## src/design/charlieplex_matrix_scanner_core_macros.svh

```systemverilog
// Assertion helpers for the matrix scanner core.
`ifndef CHARLIEPLEX_MATRIX_SCANNER_CORE_MACROS_SVH
`define CHARLIEPLEX_MATRIX_SCANNER_CORE_MACROS_SVH

// Clocked check with an explicit clock and active-low reset
`define CPMS_ASSERT_CLK(lbl, clk, rst_n, prop, msg) \
    lbl: assert property (@(posedge clk) disable iff (!rst_n) (prop)) else $error(msg);

// Clocked check on the core clock and reset
`define CPMS_ASSERT(lbl, prop, msg) \
    `CPMS_ASSERT_CLK(lbl, i_clk, i_rst_n, prop, msg)

`endif

```

## src/design/cpms_pkg.sv

```systemverilog
package cpms_pkg;

    localparam int MATRIX_ROWS  = 9;
    localparam int MATRIX_COLS  = 14;
    localparam int CONTROL_PINS = 12;

    localparam int ROW_IDX_W = 4;
    localparam int PHASE_W   = 4;
    localparam int COLUMN_W  = 8;

    // Action codes carried in the input tuser
    localparam logic [1:0] ACT_LOAD_ROW  = 2'd0;
    localparam logic [1:0] ACT_SHIFT_COL = 2'd1;
    localparam logic [1:0] ACT_CLEAR     = 2'd2;
    localparam logic [1:0] ACT_SCAN_TICK = 2'd3;

    localparam logic [PHASE_W-1:0] LAST_PHASE = PHASE_W'(CONTROL_PINS - 1);

    typedef logic [MATRIX_COLS-1:0]  t_row;
    typedef logic [CONTROL_PINS-1:0] t_pins;
    typedef logic [PHASE_W-1:0]      t_phase;

    // Anode pin of pixel (r, c): columns 0..7 and the even right-hand columns use pin r,
    // the odd right-hand columns use pins 9, 10, 11
    function automatic t_phase pix_anode(input int r, input int c);
        t_phase a;
        a = PHASE_W'(r);
        if (c >= 8 && (c % 2) == 1) begin
            a = PHASE_W'(9 + (c - 8) / 2);
        end
        return a;
    endfunction

    // Cathode pin of pixel (r, c): columns 0..7 count down from pin 8 skipping pin r
    function automatic t_phase pix_cathode(input int r, input int c);
        t_phase k;
        if (c < 8) begin
            k = (8 - c > r) ? PHASE_W'(8 - c) : PHASE_W'(7 - c);
        end else if ((c % 2) == 0) begin
            k = PHASE_W'(9 + (c - 8) / 2);
        end else begin
            k = PHASE_W'(r);
        end
        return k;
    endfunction

endpackage

```

## src/design/charlieplex_matrix_scanner_core.sv

```systemverilog
// Charlieplexed LED matrix scanner, 9 rows by 14 columns on 12 control pins.
// Input stream (s_axis): tuser carries the action (load row, shift in column,
// clear picture, scan tick); tdata carries the row index, row bits and column
// byte. Only a scan tick gives an output word on the m_axis stream: the phase,
// the pin drive enables and the pin high levels for that slot.
// Each input word is registered, then processed in one pass: the picture is
// updated or the pin pattern for the current phase is formed into the output
// register. A tick's output word passes through the input register and then the
// output register; one word is taken every cycle while the output side keeps up.
// The throughput is set by the single output register: when the receiver
// stalls, a scan tick waits in the input register and s_axis tready drops;
// load, shift and clear words keep flowing only until a tick is held.
// Synchronous active-low reset clears the picture, sets phase 0 and empties
// both registers.
`include "charlieplex_matrix_scanner_core_macros.svh"

module charlieplex_matrix_scanner_core (
    input  logic        i_clk,
    input  logic        i_rst_n,
    input  logic        i_s_axis_tvalid,
    output logic        o_s_axis_tready,
    input  logic [31:0] i_s_axis_tdata,   // row_index[3:0], row_bits[17:4], column_bits[25:18]
    input  logic [1:0]  i_s_axis_tuser,   // action[1:0]
    output logic        o_m_axis_tvalid,
    input  logic        i_m_axis_tready,
    output logic [31:0] o_m_axis_tdata    // scan_phase[3:0], pin_drive_enable[15:4],
                                          // pin_level_high[27:16]
);

    // Input register
    logic                                r_in_valid;
    logic [1:0]                          r_action;
    logic [cpms_pkg::ROW_IDX_W-1:0]      r_row_index;
    cpms_pkg::t_row                      r_row_bits;
    logic [cpms_pkg::COLUMN_W-1:0]       r_column;

    // Picture and phase state
    cpms_pkg::t_row                      r_pic [cpms_pkg::MATRIX_ROWS];
    cpms_pkg::t_phase                    r_phase;

    // Result register
    logic                                r_out_valid;
    cpms_pkg::t_phase                    r_out_phase;
    cpms_pkg::t_pins                     r_out_enable;
    cpms_pkg::t_pins                     r_out_high;

    logic             is_tick;
    logic             out_free;
    logic             consume;
    cpms_pkg::t_pins  n_low;
    cpms_pkg::t_pins  n_high;
    cpms_pkg::t_phase n_phase;

    assign is_tick  = (r_action == cpms_pkg::ACT_SCAN_TICK);
    assign out_free = !r_out_valid || i_m_axis_tready;
    assign consume  = r_in_valid && (!is_tick || out_free);

    assign o_s_axis_tready = !r_in_valid || consume;
    assign o_m_axis_tvalid = r_out_valid;
    assign o_m_axis_tdata  = {4'd0, r_out_high, r_out_enable, r_out_phase};

    // Gather the cathodes of every lit pixel whose anode is the current phase
    always_comb begin
        n_low = '0;
        for (int r = 0; r < cpms_pkg::MATRIX_ROWS; r++) begin
            for (int c = 0; c < cpms_pkg::MATRIX_COLS; c++) begin
                if (r_pic[r][c] && (cpms_pkg::pix_anode(r, c) == r_phase)) begin
                    n_low[cpms_pkg::pix_cathode(r, c)] = 1'b1;
                end
            end
        end
        n_high = cpms_pkg::t_pins'(1) << r_phase;
        n_low  = n_low & ~n_high;
    end

    assign n_phase = (r_phase == cpms_pkg::LAST_PHASE) ? '0 : r_phase + 1'b1;

    // Capture the incoming word
    always_ff @(posedge i_clk) begin
        if (!i_rst_n) begin
            r_in_valid <= 1'b0;
        end else if (o_s_axis_tready) begin
            r_in_valid <= i_s_axis_tvalid;
        end
        if (o_s_axis_tready && i_s_axis_tvalid) begin
            r_action    <= i_s_axis_tuser;
            r_row_index <= i_s_axis_tdata[3:0];
            r_row_bits  <= i_s_axis_tdata[17:4];
            r_column    <= i_s_axis_tdata[25:18];
        end
    end

    // Apply the action to the picture and phase
    always_ff @(posedge i_clk) begin
        if (!i_rst_n) begin
            for (int r = 0; r < cpms_pkg::MATRIX_ROWS; r++) begin
                r_pic[r] <= '0;
            end
            r_phase <= '0;
        end else if (consume) begin
            case (r_action)
                cpms_pkg::ACT_LOAD_ROW: begin
                    if (r_row_index < cpms_pkg::ROW_IDX_W'(cpms_pkg::MATRIX_ROWS)) begin
                        r_pic[r_row_index] <= r_row_bits;
                    end
                end
                cpms_pkg::ACT_SHIFT_COL: begin
                    // Scroll left; rows 1..7 take column bit 7-y at the right edge
                    r_pic[0] <= r_pic[0] >> 1;
                    for (int y = 1; y < 8; y++) begin
                        r_pic[y] <= {r_column[7 - y], r_pic[y][cpms_pkg::MATRIX_COLS-1:1]};
                    end
                    r_pic[8] <= r_pic[8] >> 1;
                end
                cpms_pkg::ACT_CLEAR: begin
                    for (int r = 0; r < cpms_pkg::MATRIX_ROWS; r++) begin
                        r_pic[r] <= '0;
                    end
                end
                cpms_pkg::ACT_SCAN_TICK: begin
                    r_phase <= n_phase;
                end
                default: begin
                    r_phase <= r_phase;
                end
            endcase
        end
    end

    // Load the result register on a tick, drop it once taken
    always_ff @(posedge i_clk) begin
        if (!i_rst_n) begin
            r_out_valid <= 1'b0;
        end else if (consume && is_tick) begin
            r_out_valid <= 1'b1;
        end else if (i_m_axis_tready) begin
            r_out_valid <= 1'b0;
        end
        if (consume && is_tick) begin
            r_out_phase  <= r_phase;
            r_out_enable <= n_high | n_low;
            r_out_high   <= n_high;
        end
    end

    `CPMS_ASSERT(a_phase_range, r_phase <= cpms_pkg::LAST_PHASE, "phase counter beyond last pin")
    `CPMS_ASSERT(a_high_onehot, r_out_valid |-> $onehot(r_out_high), "high level not one-hot")
    `CPMS_ASSERT(a_high_matches_phase,
        r_out_valid |-> (r_out_high == (cpms_pkg::t_pins'(1) << r_out_phase)),
        "high pin differs from phase")
    `CPMS_ASSERT(a_high_is_driven,
        r_out_valid |-> ((r_out_high & ~r_out_enable) == '0),
        "high pin not driven")

endmodule
```

## config.mk

```make
export PLATFORM = sky130hd
export DESIGN_NAME = charlieplex_matrix_scanner_core
export DESIGN_NICKNAME = d
export VERILOG_FILES = /design/src/design/cpms_pkg.sv /design/src/design/charlieplex_matrix_scanner_core.sv
export VERILOG_INCLUDE_DIRS = /design/src /design/src/design
export SDC_FILE = /design/constraint.sdc
export NUM_CORES = 1
export LEC_CHECK = 0
export ABC_AREA = 1
export BUFFER_PORTS_ARGS = -buffer_cell sky130_fd_sc_hd__buf_2
export CAP_MARGIN = 20
export CORE_MARGIN = 5
export CORE_UTILIZATION = 60
export DETAILED_ROUTE_END_ITERATION = 6
export GPL_TIMING_DRIVEN = 0
export PLACE_DENSITY = 0.91
export SETUP_SLACK_MARGIN = 0.5
export SLEW_MARGIN = 10
export SYNTH_ARGS = -nofsm -noshare
export SYNTH_HDL_FRONTEND = slang
export SYNTH_SLANG_ARGS = --single-unit
```

## constraint.sdc

```tcl
create_clock -name i_clk -period 5.4 [get_ports i_clk]
set_input_delay 0.54 -clock i_clk [delete_from_list [all_inputs] [get_ports i_clk]]
set_output_delay 0.54 -clock i_clk [all_outputs]
set_load 0.03 [all_outputs]
```

## Word-level counts from Yosys, hierarchy flattened

Memory sizes are Yosys's and may differ from the RTL's.
Index checks and enable logic that the tools add are counted.

- Input bits: 38
- Memories kept: 1
- Output and inout bits: 34
- RAM bits: 126
- Register bits after elaboration: 61
- Logic and storage cells: 1235

- Eq/ne operators: 15
- Reduce and logical (&&, ||, !) cells: 266
- Add/sub/neg operators: 1
- Multiplexer cells: 542
- Shift operators: 1
- Bitwise operators: 146
- Magnitude comparators: 253

Memory list:

| name | depth | bits a word | rd ports | clocked after Yosys merged registers in | write ports | RTL line | text |
|---|---|---|---|---|---|---|---|
| r_pic | 9 | 14 | 9 | 0 | 9 | charlieplex_matrix_scanner_core.sv:38 | `cpms_pkg::t_row r_pic [cpms_pkg::MATRIX_ROWS];` |

Operators by type and width:

| cell | number |
|---|---|
| $mux 12 | 126 |
| $or 12x12->12 | 126 |
| $lt 4x5->1 const B | 126 |
| $mux 4 | 128 |
| $demux 1 s4 | 126 |
| $ge 4x1->1 const B | 126 |
| $mux 14 | 19 |
| $logic_and 1x1->1 | 255 |
| $mux 1 | 143 |
| $or 1x1->1 | 18 |
| $eq 3x4->1 const A | 4 |
| $eq 4x4->1 const A | 4 |
| $reduce_or 14->1 | 1 |
| $and 12x12->12 | 1 |
| $not 12->12 | 1 |
| $shl 1x4->12 const A | 1 |
| $eq 2x4->1 const A | 2 |
| $add 4x1->4 const B | 1 |
| $eq 1x4->1 const A | 1 |
| $eq 2x2->1 const B | 2 |
| $eq 4x4->1 const B | 1 |
| $logic_not 4->1 | 1 |
| $lt 4x4->1 const B | 1 |
| $logic_not 1->1 | 3 |
| other kinds (5) | 7 |

## Depth between registers and ports, before layout

Gate-level depths: netlist of run 1.

- Word-level depth: 260
- Depth in mapped cells: 9

## Worst setup path after synthesis of run 1

Ideal clock, no wire load.

- Path type: input-to-reg
- Start: in i_m_axis_tready
- End: reg r_action[0] (enable)
- Required time: 5.018 ns
- Arrival time: 1.603 ns
- Cell stages on the path: 6
- Slack: 3.415 ns
- Setup time: 0.382 ns
- Buffers on the path: 0
- Cells stage by stage: inv_1 > nand2_1 > inv_1 > nand3_1 > nand2_1 > inv_1

- Word-level cells in the longest chain between the ends: 5

RTL lines:

| what | RTL line | text |
|---|---|---|
| start, declared | charlieplex_matrix_scanner_core.sv:25 | `input logic i_m_axis_tready,` |
| $logic_or 1x1->1 | charlieplex_matrix_scanner_core.sv:55 | `assign out_free = !r_out_valid \|\| i_m_axis_tready;` |
| $logic_or 1x1->1 | charlieplex_matrix_scanner_core.sv:56 | `assign consume = r_in_valid && (!is_tick \|\| out_free);` |
| $logic_and 1x1->1 | charlieplex_matrix_scanner_core.sv:56 |  |
| $logic_or 1x1->1 | charlieplex_matrix_scanner_core.sv:58 | `assign o_s_axis_tready = !r_in_valid \|\| consume;` |
| named net o_s_axis_tready | charlieplex_matrix_scanner_core.sv:21 | `output logic o_s_axis_tready,` |
| $logic_and 1x1->1 | charlieplex_matrix_scanner_core.sv:85 | `if (o_s_axis_tready && i_s_axis_tvalid) begin` |
| end signal, assigned | charlieplex_matrix_scanner_core.sv:86 | `r_action <= i_s_axis_tuser;` |
| end, declared | charlieplex_matrix_scanner_core.sv:32 | `logic [1:0] r_action;` |

The timed path passes the listed nets, and every way through them passes these cells.
A chain may end at the register's enable or synchronous reset.

==> impl_metrics.yaml, run 1 <==
final_layout:
  diodes: 0
  final_nets: 969
  seq_area_sq_um: 5560
  drive_above_1_share_pct: 12.8
  multi_input_area_sq_um: 2450
  fill_cells: 1003
  stdcell_count: 1118
  fin_area_sq_um: 9640
  syn2layout_area_growth_pct: 14.7
status:
  status: "finished clean"
route:
  antenna_left: 0
  drtPass1Iterations: 7
  vias: 6970
  drt_wl_total_um: 24400
  wl_per_cell_um: 21.8
  drc: 0
  viasPerCell: 6.23
  drtIter0Drc: 1307
floorplanning:
  io_pins: 72
  die-area_sq_um: 16500
  die_h_um: 128
  rows: 43
  die_w_um: 128
  design.core.area_sq_um: 13800
  initial_core_util_pct: 60.8
clock_network:
  clock-sinks: 187
  clk-insertion-delay-late_ps: 440
  cts.htree.levels: 4
  post_cts_resize_count: 0
  cts.path.max_buffers: 2
  cts_setup_buffers: 0
  cts-root-buf: "clkbuf_16"
  cts_hold_buffers: 0
  path_clk_slew_ps: 60
  cts_tree: "done"
  numCtsBuffers: 17
sta:
  fin_skew_ps: 11.0
  slew_violations: 0
  finalSetupViolations: 0
  slew_headroom_pct: 41.1
  finalCriticalPeriod_ps: 2760
  period_share_pct: 51.1
  finalHoldViolations: 0
  worstMarginPinSlew_ps: 881
  fin_tns_setup_ps: 0
  rsz0062_at_grt: "no"
  fmax_ghz: 0.363
  whs_ps: 276
synthesis:
  async_reset_ff_share_pct: 0
  yosys_warnings: 0
  synth_area_leaders: "edfxtp_1 (65%), nand2_1 (12%), o21ai_0 (8.5%), nand3_1 (4.1%), inv_1 (2.5%)"
  synth_seq_cells: 187
  synth.largest_area_cell: "edfxtp_1"
  synth_common_cells: "nand2_1 (276), edfxtp_1 (181), o21ai_0 (142)"
  seq_area_frac_synth_pct: 66.1
  synth.distinct_cells: 22
  synthFlopType: "edfxtp_1"
  yosysMostFrequentCell: "nand2_1"
  synth_cells: 841
  synth_area_sq_um: 8410
  synth_edf_count: 181
  netlist.area_leader.share_pct: 64.7
  syn-mean-instance-area_sq_um: 9.99
worst_setup_path:
  max_stage_delay_ps: 590
  crit_path_end_kind: "flip-flop"
  critical_path_class: "flip-flop to flip-flop"
  worstSetupStartpointType: "flip-flop"
  crit_fanout: 14
  cpMaxStageDelayCell: "nand2_1"
  critPathTopFamily: "simple AND/OR/NAND/NOR gates"
  critPathRequiredTime_ps: 5470
  crit_chain: "inv_1 > nand2_1 > nor3_4 > nand3_1 > clkbuf_2 > nand2_1"
  crit_top_cell: "nand2_1"
  cp_data_arrival_time_ps: 2820
  cp_num_buf_inv: 2
hold_path:
  holdCritPathClass: "input pin to flip-flop"
grt:
  antenna_found_initial: 0
  grt_pass1_vias: 6509
  grt-ovfl-total: 0
  grt.total_usage_pct: 30.6
  grt_max_degree: 33
  grt_pass1_wl_um: 36700
place:
  dpl-instance-area_sq_um: 8940
  numPortBuffers: 60
  gp_congestion: 1.12
  dp.cells: 1084
  hpwlAfterDp_um: 16900
power:
  power_mw: 3.23
  power.density_nw_per_um2: 335
  peakVddDrop_mv: 0.256
  p_leak_nw: 3.87
flow_run:
  timing.max_cap.violations: 0
-- worst register-to-register path, delay by kind of cell, from the launching register on --
| family | cells | cell delay [ps] |
|---|---|---|
| DFF | 1 | 430 |
| buffers and inverters | 2 | 430 |
| and+or+nand+nor | 4 | 1530 |
-- routing by layer --
metal,part of all wire (%),vias to the layer above,track usage [%]
met1,34,3110,40.3
met5,0,-,0
met2,43,702,45.1
met3,17,136,9.30
met4,6.7,0,18.5
li1,-,3022,-
-- power by group --
| part | leakage, nW | switching, mW | internal (mW) |
|---|---|---|---|
| clock | 0.301 | 0.532 | 0.823 |
| combinational | 1.67 | 0.131 | 0.0366 |
| sequential | 1.89 | 0.0401 | 1.67 |
| total | 3.87 | 0.703 | 2.53 |
-- cells in the final DEF (no fill, tap or decap), drive strengths merged --
master | synthesis | final
a21boi | 1 | 1
a21oi | 2 | 2
buf | 18 | 80
bufinv | 0 | 4
clkbuf | 17 | 39
clkinv | 5 | 6
clkinvlp | 0 | 5
conb | 1 | 4
dfxtp | 6 | 6
edfxtp | 181 | 181
ha | 6 | 6
inv | 56 | 56
nand2 | 276 | 276
nand3 | 69 | 69
nor2 | 57 | 57
nor3 | 2 | 2
o21ai | 142 | 142
o21bai | 1 | 1
o22ai | 1 | 1
-- flip-flops by register name, indices dropped and copies added, names as in the netlist --
signal and cells:
r_phase 4, r_out_phase 4, r_pic 126, r_out_high 12, r_in_valid 1, r_row_bits 14
r_out_enable 12, r_action 2, r_row_index 4, r_column 7, o_m_axis_tvalid 1
-- through the flow --
stage	util [%]	setup slack [ps]
floorplan	-	3420
detailed placement	64.7	2570
finish	69.7	2640
CTS	69.4	2760
global placement	64.7	2580
global route	69.7	2490
-- final cells by class --
type	count	share of cell area, %
buffer	35	1.88
clock buffer	22	5.02
timing repair buffer	62	3.68
tap	180	2.34
multi-input combinational	561	25.4
sequential	187	57.6
clock inverter	10	1.69
inverter	61	2.37
-- kinds of logic (layout without fill, tap and decap cells) --
logic type | after synthesis | count (layout) | synth area share [%]
compound gates | 147 | 147 | 8.83
fa+ha+maj | 6 | 6 | 0.893
buf+inv | 96 | 190 | 4.88
flops | 187 | 187 | 66.1
other cells | 1 | 4 | 0.0446
simple gates | 404 | 404 | 19.3
-- worst paths after layout --
path,slack (ps),from,cells after the start,endpoint
max,2640,r_action[0],6,r_pic[3][2]
min,280,i_s_axis_tdata[22],1,r_column[4]
max reg2reg,2640,r_action[0],6,r_pic[3][2]
min reg2reg,470,r_phase[3],0,r_out_phase[3]
No activity file was read; power rests on OpenSTA's default activity.
==> run 2, diff against run 1 <==
- ABC_AREA: 1 -> 0
- CORE_UTILIZATION: 60 -> 59
- PLACE_DENSITY: 0.91 -> 0.9
- clock period: 5.4 -> 2.83 ns (I/O delays scaled with it)
==> run 2 against run 1 <==
The flow now finishes with violations (DRC); maximum frequency up 20%; clock skew up 1.8 ps; synthesized cell count is 31% lower; first-iteration DRC count shrank 18%; synthesized area decreased by 1.5%; routed wire length grew 2.5%; setup slack got worse by 2100 ps; global-route usage up 0.082 points.
==> impl_metrics.yaml, run 2 <==
status:
  status: "finished with violations"
  violations: "DRC"
power:
  power_switching_share_pct: 23.6
  p_leak_nw: 3.48
  power_mw: 5.99
  power.switching_mw: 1.42
  internal-power_mw: 4.58
  peakVddDrop_mv: 0.482
  seq_power_share_pct: 54.9
  p_clk_share_pct: 39.3
  power_frac_comb_pct: 5.8
  power.density_nw_per_um2: 628
synthesis:
  synth_seq_cells: 187
  synth_area_sq_um: 8280
  yosysMostFrequentCell: "edfxtp_1"
  synth_area_leaders: "edfxtp_1 (66%), a22o_1 (14%), a22oi_1 (2.1%), clkbuf_1 (1.7%), dfxtp_1 (1.5%)"
  netlist.area_leader.share_pct: 65.6
  synth_edf_count: 181
  seq_area_frac_synth_pct: 67.1
  synth_common_cells: "edfxtp_1 (181), a22o_1 (128), clkbuf_1 (38)"
  yosys_warnings: 0
  async_reset_ff_share_pct: 0
  syn-mean-instance-area_sq_um: 14.4
  synth.largest_area_cell: "edfxtp_1"
  synth_cells: 577
  synth.distinct_cells: 50
  synthFlopType: "edfxtp_1"
clock_network:
  path_clk_slew_ps: 70
  cts-root-buf: "clkbuf_16"
  numCtsBuffers: 17
  cts.path.max_buffers: 2
  cts_tree: "done"
  clock-sinks: 187
  cts_setup_buffers: 0
  cts.htree.levels: 4
  clk-insertion-delay-late_ps: 450
floorplanning:
  die_w_um: 128
  die_h_um: 128
  design.core.area_sq_um: 13800
  rows: 43
  initial_core_util_pct: 59.9
  die-area_sq_um: 16500
  io_pins: 72
grt:
  grt-ovfl-total: 0
  grt_pass1_wl_um: 36900
  grt.total_usage_pct: 30.7
  grt_max_degree: 34
  grt_pass1_vias: 6074
  antenna_found_initial: 0
sta:
  slew_headroom_pct: 43.6
  worstMarginPinSlew_ps: 845
  fmax_ghz: 0.434
  period_share_pct: 81.4
  finalHoldViolations: 0
  fin_skew_ps: 12.9
  whs_ps: 6.73
  fin_tns_setup_ps: 0
  finalCriticalPeriod_ps: 2300
  worst_slack_ps: 525
  finalSetupViolations: 0
  slew_violations: 0
  rsz0062_at_grt: "no"
route:
  drc: 14
  drt_wl_total_um: 25000
  wl_per_cell_um: 29.3
  vias: 6292
  antenna_left: 0
  drtPass1Iterations: 7
  viasPerCell: 7.36
  drtIter0Drc: 1071
worst_setup_path:
  r2r_end: "r_pic[5][4]"
  r2r_cells: 4
  critical_path_class: "flip-flop to flip-flop"
  regToRegSetupSlack_ps: 530
  worstSetupStartpointType: "flip-flop"
  cp_data_arrival_time_ps: 2450
  crit_fanout: 7
  rr_startpoint: "r_action[1]"
  crit_path_end_kind: "flip-flop"
  critPathRequiredTime_ps: 2970
place:
  dp.cells: 821
  hpwlAfterDp_um: 16900
  numPortBuffers: 60
  gp_congestion: 1.04
  dp_slack_ps: 96.4
hold_path:
  holdCritPathClass: "input pin to flip-flop"
  worstHoldStart: "i_s_axis_tdata[21]"
  worst_hold_path.num_cells: 1
  holdPathEnd: "r_column[3]"
flow_run:
  timing.max_cap.violations: 0
final_layout:
  seq_area_sq_um: 5560
  drive_above_1_share_pct: 21.0
  multi_input_area_sq_um: 2520
  layout_common_cells: "edfxtp_1 (181), a22o_1 (128), buf_2 (72)"
  stdcell_count: 855
  mostFrequentLayoutCell: "edfxtp_1"
  largest_register: "r_pic"
  fill_cells: 961
  syn2layout_area_growth_pct: 15.2
  largestRegisters: "r_pic (126), r_row_bits (14)"
  final_nets: 706
  largest_reg_flops: 126
  diodes: 0
## run 2: cell count changes after synthesis, moves of 17 or more
cell,delta
nor2_1,-37
nand2_1,-257
a22oi_1,+23
a21oi_1,+19
o21ai_0,-137
buf_1,+17
clkbuf_1,+28
inv_1,-50
a22o_1,+128
nand3_1,-64
## run 2: power by group through the flow
stage,Combinational (mW),Clock [mW],Sequential [mW]
finish,0.346,2.36,3.29
floorplan,0.181,0,3.30
detailed placement,0.319,0,3.34
global route,0.362,2.46,3.29
CTS,0.326,2.34,3.28
global placement,0.306,0,3.33
## run 2: worst max path at each step
stage	start	to	depth (start not counted)
floorplan	r_action[1]	r_pic[5][0]	4
global placement	r_action[1]	r_pic[2][5]	5
detailed placement	r_action[0]	r_pic[7][5]	3
CTS	r_action[0]	r_pic[8][5]	3
global route	r_action[1]	r_pic[5][4]	4
finish	r_action[1]	r_pic[5][4]	4
## run 2: timing repair
| item | 4_1_cts | 5_1_grt |
|---|---|---|
| endpoints found under the hold margin | 0 | 1 |
| cloned | 0 | 1 |
| endpoints found under the setup margin | 151 | 118 |
| hold buffers | 0 | 1 |
| pin swaps | 1 | 2 |
| resized for setup | 24 | 29 |
## run 2: area by class of cell
cell class                      instances  share of cell area [%]
Timing Repair Buffer                   62                    3.41
Buffer                                 67                    3.24
Inverter                                6                   0.236
Multi-Input combinational cell        321                    26.4
Clock inverter                         15                    1.57
Clock buffer                           17                    4.46
Sequential cell                       187                    58.3
Tap cell                              180                    2.36
## run 2: cell families (layout without fill, tap and decap cells)
logic type / Yosys count / after routing / synth area share (%)
xor+xnor: 1 / 1 / 0.106
simple gates: 87 / 88 / 6.26
compound gates: 220 / 220 / 21.7
fa+ha+maj: 6 / 6 / 0.906
mux: 2 / 2 / 0.242
other cells: 1 / 4 / 0.0453
buf+inv: 73 / 167 / 3.72
flops: 187 / 187 / 67.1
## run 2: routing by layer
metal  global-route usage (%)  part of all wire [%]  up-vias
met5                        0                     0        -
met4                     18.2                   6.7        0
met3                     9.76                    15      139
met2                     46.2                    44      650
met1                     39.4                    34     2969
li1                         -                     -     2534
## run 2: metrics by stage
step	area, sq um	utilization, %
floorplan	8300	-
global placement	8820	63.8
CTS	9480	68.5
detailed placement	8840	63.9
global route	9540	69.0
finish	9540	69.0
## run 2: critical path, cell delays in order (launching register included)
cell and delay (ps):
edfxtp_1 460, nand4bb_4 310, or3b_4 510, nor3b_4 390
nand2b_2 330
==> run 3, diff against run 2 <==
- CORE_UTILIZATION: 59 -> 54
- PLACE_DENSITY: 0.9 -> 0.87
- clock period: 2.83 -> 2.1 ns (I/O delays scaled with it)
==> run 3 against run 2 <==
The flow finishes with violations (DRC, setup timing); sequential power up 35%; worst hold slack better by 91 ps; routed wire length increased by 19%; sequential share of layout area is 10 points lower; utilization increased by 7.4 points; first-iteration DRC count is 52% higher; via count rose by 13%; die area up 8.5%; clock-buffer cell count grew 2; combinational power grew 97%; highest routed layer unchanged.
==> impl_metrics.yaml, run 3 (synthesis gave the netlist of run 2 again) <==
status:
  status: "finished with violations"
  violations: "DRC, setup timing"
clock_network:
  clock-sinks: 187
  path_clk_slew_ps: 70
  cts.htree.levels: 4
  cts.path.max_buffers: 2
  cts_tree: "done"
  numCtsBuffers: 17
  clk-insertion-delay-late_ps: 440
  cts-root-buf: "clkbuf_16"
sta:
  worstMarginPinSlew_ps: 959
  slew_violations: 0
  finalHoldViolations: 0
  worst_slack_ps: -20.7
  finalSetupViolations: 7
  fmax_ghz: 0.472
  fin_skew_ps: 8.53
  period_share_pct: 101
  slew_headroom_pct: 36.0
  rsz0062_at_grt: "yes"
  finalCriticalPeriod_ps: 2120
route:
  wl_met3_um: 4790
  drt_wl_total_um: 29800
  drtIter0Drc: 1633
  antenna_left: 0
  vias: 7101
  drtPass1Iterations: 7
  viasPerCell: 7.16
  drc: 2
  wl_per_cell_um: 30.1
  drt-met1-wl_um: 10100
  wl_met2_um: 12800
  top_layer: "met4"
worst_setup_path:
  crit_fanout: 7
  cpMaxStageDelayCell: "or3b_4"
  crit_start: "r_action[1]"
  worstSetupStartpointType: "flip-flop"
  rr_startpoint: "r_action[1]"
  cp_data_arrival_time_ps: 2280
  critPathRequiredTime_ps: 2260
  critical_path_class: "flip-flop to flip-flop"
  max_stage_delay_ps: 490
  crit_chain: "nand4bb_4 > or3b_4 > buf_6 > o21ai_4 > clkbuf_16"
  crit_path_end_kind: "flip-flop"
grt:
  grt.total_usage_pct: 32.1
  grt-ovfl-total: 0
  grt_max_degree: 28
  grt_pass1_vias: 6617
  grt_pass1_wl_um: 42000
  antenna_found_initial: 0
place:
  numPortBuffers: 60
  hpwlAfterDp_um: 17300
  gp_congestion: 1.02
power:
  power.density_nw_per_um2: 714
  power_mw: 8.26
  p_leak_nw: 4.41
  peakVddDrop_mv: 0.776
floorplanning:
  rows: 45
  die_h_um: 134
  die_w_um: 134
  design.core.area_sq_um: 15100
  io_pins: 72
  die-area_sq_um: 17900
  initial_core_util_pct: 54.7
final_layout:
  mostFrequentLayoutCell: "edfxtp_1"
  largest_reg_flops: 126
  drive_above_1_share_pct: 38.0
  layout_common_cells: "edfxtp_1 (181), a22o_1 (128), buf_2 (63)"
  fill_cells: 835
  final_util_pct: 76.4
  final_nets: 834
  syn2layout_area_growth_pct: 39.7
  largestRegisters: "r_pic (126), r_row_bits (14)"
  largest_register: "r_pic"
hold_path:
  worstHoldStart: "i_s_axis_tvalid"
  holdCritPathClass: "input pin to flip-flop"
flow_run:
  timing.max_cap.violations: 0
## run 3: worst paths after layout
check	endpoint	slack [ps]	depth (start not counted)
min	r_in_valid	100	3
max reg2reg	r_pic[7][9]	-20	5
min reg2reg	r_out_phase[3]	460	0
max	r_pic[7][9]	-20	5
## run 3: layer usage
| layer | up-vias | global-route usage [%] |
|---|---|---|
| li1 | 2818 | - |
| met1 | 3388 | 42.0 |
| met2 | 727 | 46.0 |
| met3 | 168 | 12.4 |
| met4 | 0 | 18.5 |
| met5 | - | 0 |
## run 3: worst max-delay path: cells and delay by family, from the launching register on
kind | cells | cell delay [ps]
AND/OR/NAND/NOR | 2 | 800
flip-flops | 1 | 390
buffers and inverters | 2 | 370
AO/OA/AOI/OAI | 1 | 280
## run 3: what timing repair did
action / in CTS / in global routing
pin swaps: 30 / 28
hold buffers: 27 / 0
resized for setup: 141 / 46
endpoints found under the hold margin: 27 / 0
gates cloned: 17 / 6
endpoints found under the setup margin: 302 / 326
buffers inserted: 59 / 22
## run 3: report_power, final
group / switching, mW / internal [mW] / leakage [nW] / total, mW
Clock: 1.41 / 1.74 / 0.268 / 3.14
Combinational: 0.422 / 0.261 / 2.24 / 0.682
Sequential: 0.150 / 4.28 / 1.90 / 4.43
## run 3: cell type report
class                      count  area, sq um  area share [%]
inverter                       6         27.5           0.238
buffer                        67          689            5.96
multi-input combinational    331         2920            25.3
antenna                        1         2.50          0.0216
clock buffer                  19          433            3.74
timing repair buffer         180         1560            13.5
tap                          188          235            2.03
sequential                   187         5570            48.1
clock inverter                13          128            1.10
## run 3: stage by stage
| stage | hold slack [ps] | area, sq um | cells | TNS (ps) | setup WS [ps] |
|---|---|---|---|---|---|
| after floorplan | 309 | 8560 | 580 | 0 | 110 |
| after global placement | 386 | 9090 | 828 | -25480 | -417 |
| after detailed placement | 388 | 9090 | 828 | -36630 | -493 |
| after CTS | 14.6 | 11200 | 963 | 0 | 32.3 |
| after global routing | 91.4 | 11600 | 991 | -3320 | -74.1 |
| final | 97.7 | 11600 | 992 | -123 | -20.7 |
